===== src/rtl/core/dgsp_pkg.sv =====
// shared types and constants for the dense graph shortest path block
package dgsp_pkg;

  // fixed field widths
  localparam int NODE_W      = 7;
  localparam int IN_WEIGHT_W = 16;
  localparam int DIST_W      = 23;
  localparam int CNT_W       = 8;

  // packing of the input word: node_a, node_b, weight, edge_present from bit 0 up
  localparam int A_LSB       = 0;
  localparam int B_LSB       = NODE_W;
  localparam int W_LSB       = 2 * NODE_W;
  localparam int P_BIT       = 2 * NODE_W + IN_WEIGHT_W;
  localparam int IN_DATA_W   = 32;
  localparam int OUT_DATA_W  = 24;

  localparam logic [CNT_W-1:0]  NODE_COUNT_RESET = 8'd91;
  localparam logic [DIST_W-1:0] DIST_MAX         = 23'h7F_FFFF;

  // opcode carried in tuser
  localparam logic OP_WRITE = 1'b0;
  localparam logic OP_QUERY = 1'b1;

  typedef enum logic [3:0] {
    ST_CLEAR,
    ST_IDLE,
    ST_DECODE,
    ST_WR_AB,
    ST_WR_BA,
    ST_INIT,
    ST_SCAN,
    ST_SCAN_END,
    ST_PICK,
    ST_RELAX,
    ST_RELAX_END,
    ST_DONE
  } dgsp_state_t;

  typedef struct packed {
    logic clr;
    logic load;
    logic wr_ab;
    logic wr_ba;
    logic init;
    logic scan;
    logic find_clr;
    logic relax;
    logic settle;
    logic res_clr;
    logic res_hit;
    logic out_load;
  } dgsp_cmd_t;

  typedef struct packed {
    logic clr_done;
    logic is_query;
    logic wr_ok;
    logic q_ok;
    logic last;
    logic found;
    logic goal_hit;
    logic out_free;
  } dgsp_status_t;

endpackage


===== src/rtl/core/dgsp_ctrl.sv =====
// controller state machine for the dense graph shortest path block
module dgsp_ctrl (
  input  logic                  clk,
  input  logic                  rst,
  input  logic                  in_valid,
  output logic                  in_ready,
  input  dgsp_pkg::dgsp_status_t status,
  output dgsp_pkg::dgsp_cmd_t    cmd
);
  import dgsp_pkg::*;

  dgsp_state_t state, state_next;

  always_ff @(posedge clk) begin
    if (rst) begin
      state <= ST_CLEAR;
    end else begin
      state <= state_next;
    end
  end

  // next state
  always_comb begin
    state_next = state;
    case (state)
      ST_CLEAR:     if (status.clr_done) state_next = ST_IDLE;
      ST_IDLE:      if (in_valid) state_next = ST_DECODE;
      ST_DECODE: begin
        if (status.is_query) begin
          state_next = status.q_ok ? ST_INIT : ST_DONE;
        end else begin
          state_next = status.wr_ok ? ST_WR_AB : ST_IDLE;
        end
      end
      ST_WR_AB:     state_next = ST_WR_BA;
      ST_WR_BA:     state_next = ST_IDLE;
      ST_INIT:      state_next = ST_SCAN;
      ST_SCAN:      if (status.last) state_next = ST_SCAN_END;
      ST_SCAN_END:  state_next = ST_PICK;
      ST_PICK: begin
        if (!status.found || status.goal_hit) begin
          state_next = ST_DONE;
        end else begin
          state_next = ST_RELAX;
        end
      end
      ST_RELAX:     if (status.last) state_next = ST_RELAX_END;
      ST_RELAX_END: state_next = ST_SCAN;
      ST_DONE:      if (status.out_free) state_next = ST_IDLE;
      default:      state_next = ST_IDLE;
    endcase
  end

  // commands
  always_comb begin
    cmd      = '0;
    in_ready = 1'b0;
    case (state)
      ST_CLEAR:     cmd.clr = 1'b1;
      ST_IDLE: begin
        in_ready = 1'b1;
        cmd.load = in_valid;
      end
      ST_DECODE:    cmd.res_clr = status.is_query;
      ST_WR_AB:     cmd.wr_ab = 1'b1;
      ST_WR_BA:     cmd.wr_ba = 1'b1;
      ST_INIT: begin
        cmd.init     = 1'b1;
        cmd.find_clr = 1'b1;
      end
      ST_SCAN:      cmd.scan = 1'b1;
      ST_SCAN_END:  cmd = '0;
      ST_PICK: begin
        cmd.res_hit = status.goal_hit;
        cmd.settle  = status.found && !status.goal_hit;
      end
      ST_RELAX:     cmd.relax = 1'b1;
      ST_RELAX_END: cmd.find_clr = 1'b1;
      ST_DONE:      cmd.out_load = status.out_free;
      default:      cmd = '0;
    endcase
  end

endmodule


===== config.mk =====
export PLATFORM = sky130hd
export DESIGN_NAME = dgsp_ctrl
export DESIGN_NICKNAME = d
export VERILOG_FILES = /design/src/rtl/core/dgsp_pkg.sv /design/src/rtl/core/dgsp_ctrl.sv
export SDC_FILE = /design/constraint.sdc
export NUM_CORES = 1
export LEC_CHECK = 0
export BUFFER_PORTS_ARGS = -buffer_cell sky130_fd_sc_hd__clkbuf_2
export CAP_MARGIN = 20
export CORE_AREA = 2 2 39 41
export DETAILED_ROUTE_END_ITERATION = 6
export DIE_AREA = 0 0 41 43
export PLACE_DENSITY = 0.75
export SETUP_SLACK_MARGIN = 0.02
export SLEW_MARGIN = 20
export SYNTH_ARGS = -nofsm -noshare
export SYNTH_HDL_FRONTEND = slang
export SYNTH_SLANG_ARGS = --single-unit
export TNS_END_PERCENT = 5

===== constraint.sdc =====
create_clock -name clk -period 1.8 [get_ports clk]
set_input_delay 0.36 -clock clk [delete_from_list [all_inputs] [get_ports clk]]
set_output_delay 0.36 -clock clk [all_outputs]
set_load 0.005 [all_outputs]

Word-level counts from Yosys, hierarchy flattened
Index checks and enable logic that the tools add are counted.
{ "classes": {"eq_ne": 16, "shifts": 0, "n_bitwise": 0, "n_mul": 0, "reduce_logical": 7, "n_addsub": 0, "n_div": 0, "magnitude_cmp": 0, "muxes": 23} }
{ "op_table": {"columns": ["op", "count"], "rows": [
  ["case mux 4 bit (10 select lines)", 1],
  ["2-to-1 mux 4 bit", 7],
  ["== test 4 x 3 -> 1 bit, second input constant", 4],
  ["== test 4 bit, second input constant", 4],
  ["2-to-1 mux 1 bit", 13],
  ["!= test 2 bit, second input constant", 5],
  ["== test 4 x 2 -> 1 bit, second input constant", 2],
  ["AND reduction 5 bit", 1],
  ["== test 4 x 1 -> 1 bit, second input constant", 1],
  ["logical NOT 4 bit", 1],
  ["2-to-1 mux 2 bit", 2],
  ["logical NOT 1 bit", 2],
  ["OR reduction 2 bit", 1],
  ["logical AND 1 bit", 1],
  ["logical OR 1 bit", 1]
]} }
{ "word_totals": {"ramBits": 0, "n_memories": 0, "romBits": 0, "latchBits": 0, "regBits": 4} }

Logic depth before layout (Yosys ltp)
{ "depth": {"word_depth": 4, "depth_mapped": 6, "ltp_nobuf": 4} }

Least setup slack after synthesis
Ideal clock, no wire load.
{ "synth_timing": {"path_kind": "register to output", "start": "reg state[2]", "end": "out cmd[1] (netlist bit)", "setup_slack_ns": 0.523, "required_ns": 1.440, "path_stages_with_launch": 5, "t_arrival_ns": 0.917, "path_cell_list": "dfxtp_1 > buf_4 > clkbuf_1 > nor2_1 > and3_1"} }
{ "synth_lines": {"columns": ["element", "line", "rtl"], "rows": [
  ["from (decl)", "dgsp_ctrl.sv:12", "dgsp_state_t state, state_next;"],
  ["from (signal assigned)", "dgsp_ctrl.sv:18", "state <= state_next;"],
  ["to (decl)", "dgsp_ctrl.sv:8", "output dgsp_pkg::dgsp_cmd_t cmd"]
]} }

==> impl_metrics.csv <==
group,metric,value,unit
run_status,outcome,"finished, final reports clean",
timing,worst_pin_slew,0.3168,ns
drt,wl_per_cell,11.12,um
drt,dr.pass1.iters,4,
cts,postCtsSetupBuffers,0,
setup_path,path_max_fanout,13,
drt,ant_nets,0,
drt,remaining_drc_errors,0,
cts,cts_buffer_depth,2,
cts,clk_pin_slew,0.04,ns
yosys,ys_top_cells_by_area,"dfxtp_1 18%, nand2b_1 8.3%, nor2_1 6.6%",
cts,clock_latency,0.25,ns
pwr,fin_total_pwr,0.0005309,W
global_routing,grt_pass1_vias,403,
placed_design,dp_hpwl,805.8,um
timing,tns,0,ns
min_path,hold_class,"in -> reg",
placed_design,gp_congestion,0.8219,
pwr,powerDensity,900.8,nW/um2
global_routing,met1_usage,19.61,%
floorplan,dieArea,1763,um2
floorplan,die_h,43,um
setup_path,endpoint_kind,"output port",
global_routing,grt.total_usage,14.16,%
final_layout,n_antenna_cell,0,
cts,cts_tree,"yes",
drt,drt_wl_total,1134,um
floorplan,die_w,41,um
final_layout,drive_gt1_share,39.53,%
cts,clock-sinks,4,
floorplan,start_util,32.82,%
setup_path,worstPathArrival,1.27,ns
yosys,ys_types,28,
yosys,synth_top_area_share,17.63,%
timing,finalCritPeriodShare,90.73,%
cts,htree_levels,1,
timing,rsz0062_at_grt,"false",
timing,slew_headroom,78.88,%
global_routing,grt_overflow_total,0,
cts,cts_buffers,3,
timing,report.final.slew_viol_count,0,
yosys,ys_seq_elements,4,
global_routing,top_usage_layer,"met1",
timing,final-setup-viol-count,0,
floorplan,ios,24,
drt,num_vias,529,
timing,period_needed,1.633,ns
final_layout,synthToLayoutAreaGrowth,29.75,%
pwr,ir_drop,419.2,uV
final_layout,utilization,42.59,%
yosys,seq_area_frac_synth,17.63,%
final_layout,final_net_count,99,
global_routing,grt_pass1_wl,1690,um
final_layout,regMostFlops,"state",
setup_path,crit_type,"reg -> out",
yosys,synthesis.nets,76,
global_routing,grt_max_degree,19,
global_routing,grt_antenna_before_repair,0,
final_layout,reg.largest.list,"state x4",
yosys,synth_cells,65,
placed_design,portBuffers,23,
setup_path,startpoint_type,"flop",
timing,fmax,612.3,MHz
drt,viasPerCell,5.186,
floorplan,rows,14,
setup_path,worstPathRequired,1.44,ns
run,drv_cap,0,
timing,hold_viol,0,
drt,drt_iter0_drc,11,
yosys,synth.yosys.warnings,0,
timing,fin_skew,0.006553,ns
yosys,syn_avg_cell_area,6.987,um2
yosys,synth_area,454.2,um2
cts,cts-root-buf,"clkbuf_4",
final_layout,largest_reg_flops,4,
global_routing,grtUsageMet3,3.141,%
global_routing,met2_usage,18.44,%
yosys,synth_top_area_cell,"dfxtp_1",
floorplan,fp.coreArea,1384,um2
pwr,p_leak,0.2844,nW
layer usage:
layer  share of wire [%]  wire length, um
met3                 7.9               90
met5                   0                0
met1                  47              531
met4                 1.9               21
met2                  43              490
placed cells by master, fill, tap and decap left out, types with 2 or more instances in the layout:
master | Yosys | layout
mux2i_1 | 2 | 2
nor2_1 | 8 | 8
a31oi_1 | 2 | 2
o21a_1 | 2 | 2
inv_1 | 2 | 2
nor3_1 | 4 | 4
o21ai_0 | 5 | 5
nor4_1 | 2 | 2
clkbuf_2 | 0 | 23
dfxtp_2 | 0 | 4
and3_1 | 3 | 3
nand2_1 | 6 | 6
clkbuf_4 | 0 | 3
nand2b_1 | 6 | 6
power breakdown:
part	switching [W]	internal (W)	total (W)
logic	0.000120	0.000121	0.000242
clock network	0.0000499	0.0000755	0.000125
registers	0.0000540	0.000110	0.000164
worst paths after layout:
| kind | startpoint | endpoint | slack (ns) | cells after the start |
|---|---|---|---|---|
| worst max-delay path | state[3] | cmd[5] | 0.17 | 4 |
| worst min-delay path | rst | state[3] | 0.33 | 2 |
| worst max register to register | state[3] | state[1] | 0.46 | 4 |
| worst min register to register | state[3] | state[3] | 0.60 | 2 |
logic make-up (layout without fill, tap and decap cells):
| logic type | count (synthesis) | in the layout | synth area share (%) |
|---|---|---|---|
| AOI/OAI and AO/OA | 14 | 14 | 23.97 |
| buffers and inverters | 8 | 29 | 9.917 |
| DFF | 4 | 4 | 17.63 |
| muxes | 2 | 2 | 4.408 |
| and+or+nand+nor | 37 | 37 | 44.08 |
what timing repair did:
item / 4_1_cts / 5_1_grt
gates resized for setup: 1 / 4
cloned: 0 / 0
hold buffers: 0 / 0
endpoints found under the setup margin: 1 / 5
worst max-delay path: stages (launching register included):
cell and delay [ns]:
dfxtp_2 0.44, nor2b_1 0.24, nand2_1 0.12, o21ai_0 0.09, clkbuf_2 0.13
metrics by stage:
| stage | instances | cell area (um2) | worst slack (ns) | hold WS (ns) |
|---|---|---|---|---|
| 6_report | 102 | 589.3 | 0.1668 | 0.3290 |
| 5_1_grt | 102 | 589.3 | 0.04006 | 0.3656 |
| 4_1_cts | 102 | 583.1 | 0.04559 | 0.3410 |
| 3_5_place_dp | 99 | 559.3 | 0.2861 | 0.6061 |
| 3_3_place_gp | 99 | 559.3 | 0.3164 | 0.5980 |
| 2_1_floorplan | 65 | 454.2 | 0.5232 | 0.4291 |
cell usage after synthesis, drive strengths merged:
cell type and count:
inv 2, mux2i 2, nor2 8, nor2b 2
o21ai 5, and3b 1, a31oi 2, a221oi 2
nand4b 1, nand2b 6, clkbuf 1, a211oi 1
and3 3, nor4 2, a211o 1, dfxtp 4
and2 1, nor3 5, buf 5, nand3 1
a21oi 1, nand2 6, o21a 2, nand3b 1
area by class of cell:
type | count | area (um2)
Sequential cell | 4 | 85.08
Inverter | 2 | 7.507
Multi-Input combinational cell | 53 | 331.6
Timing Repair Buffer | 24 | 122.6
Tap cell | 16 | 20.02
Fill cell | 146 | 794.5
Clock buffer | 3 | 22.52
Note: power is estimated with default switching activity, not from simulation.
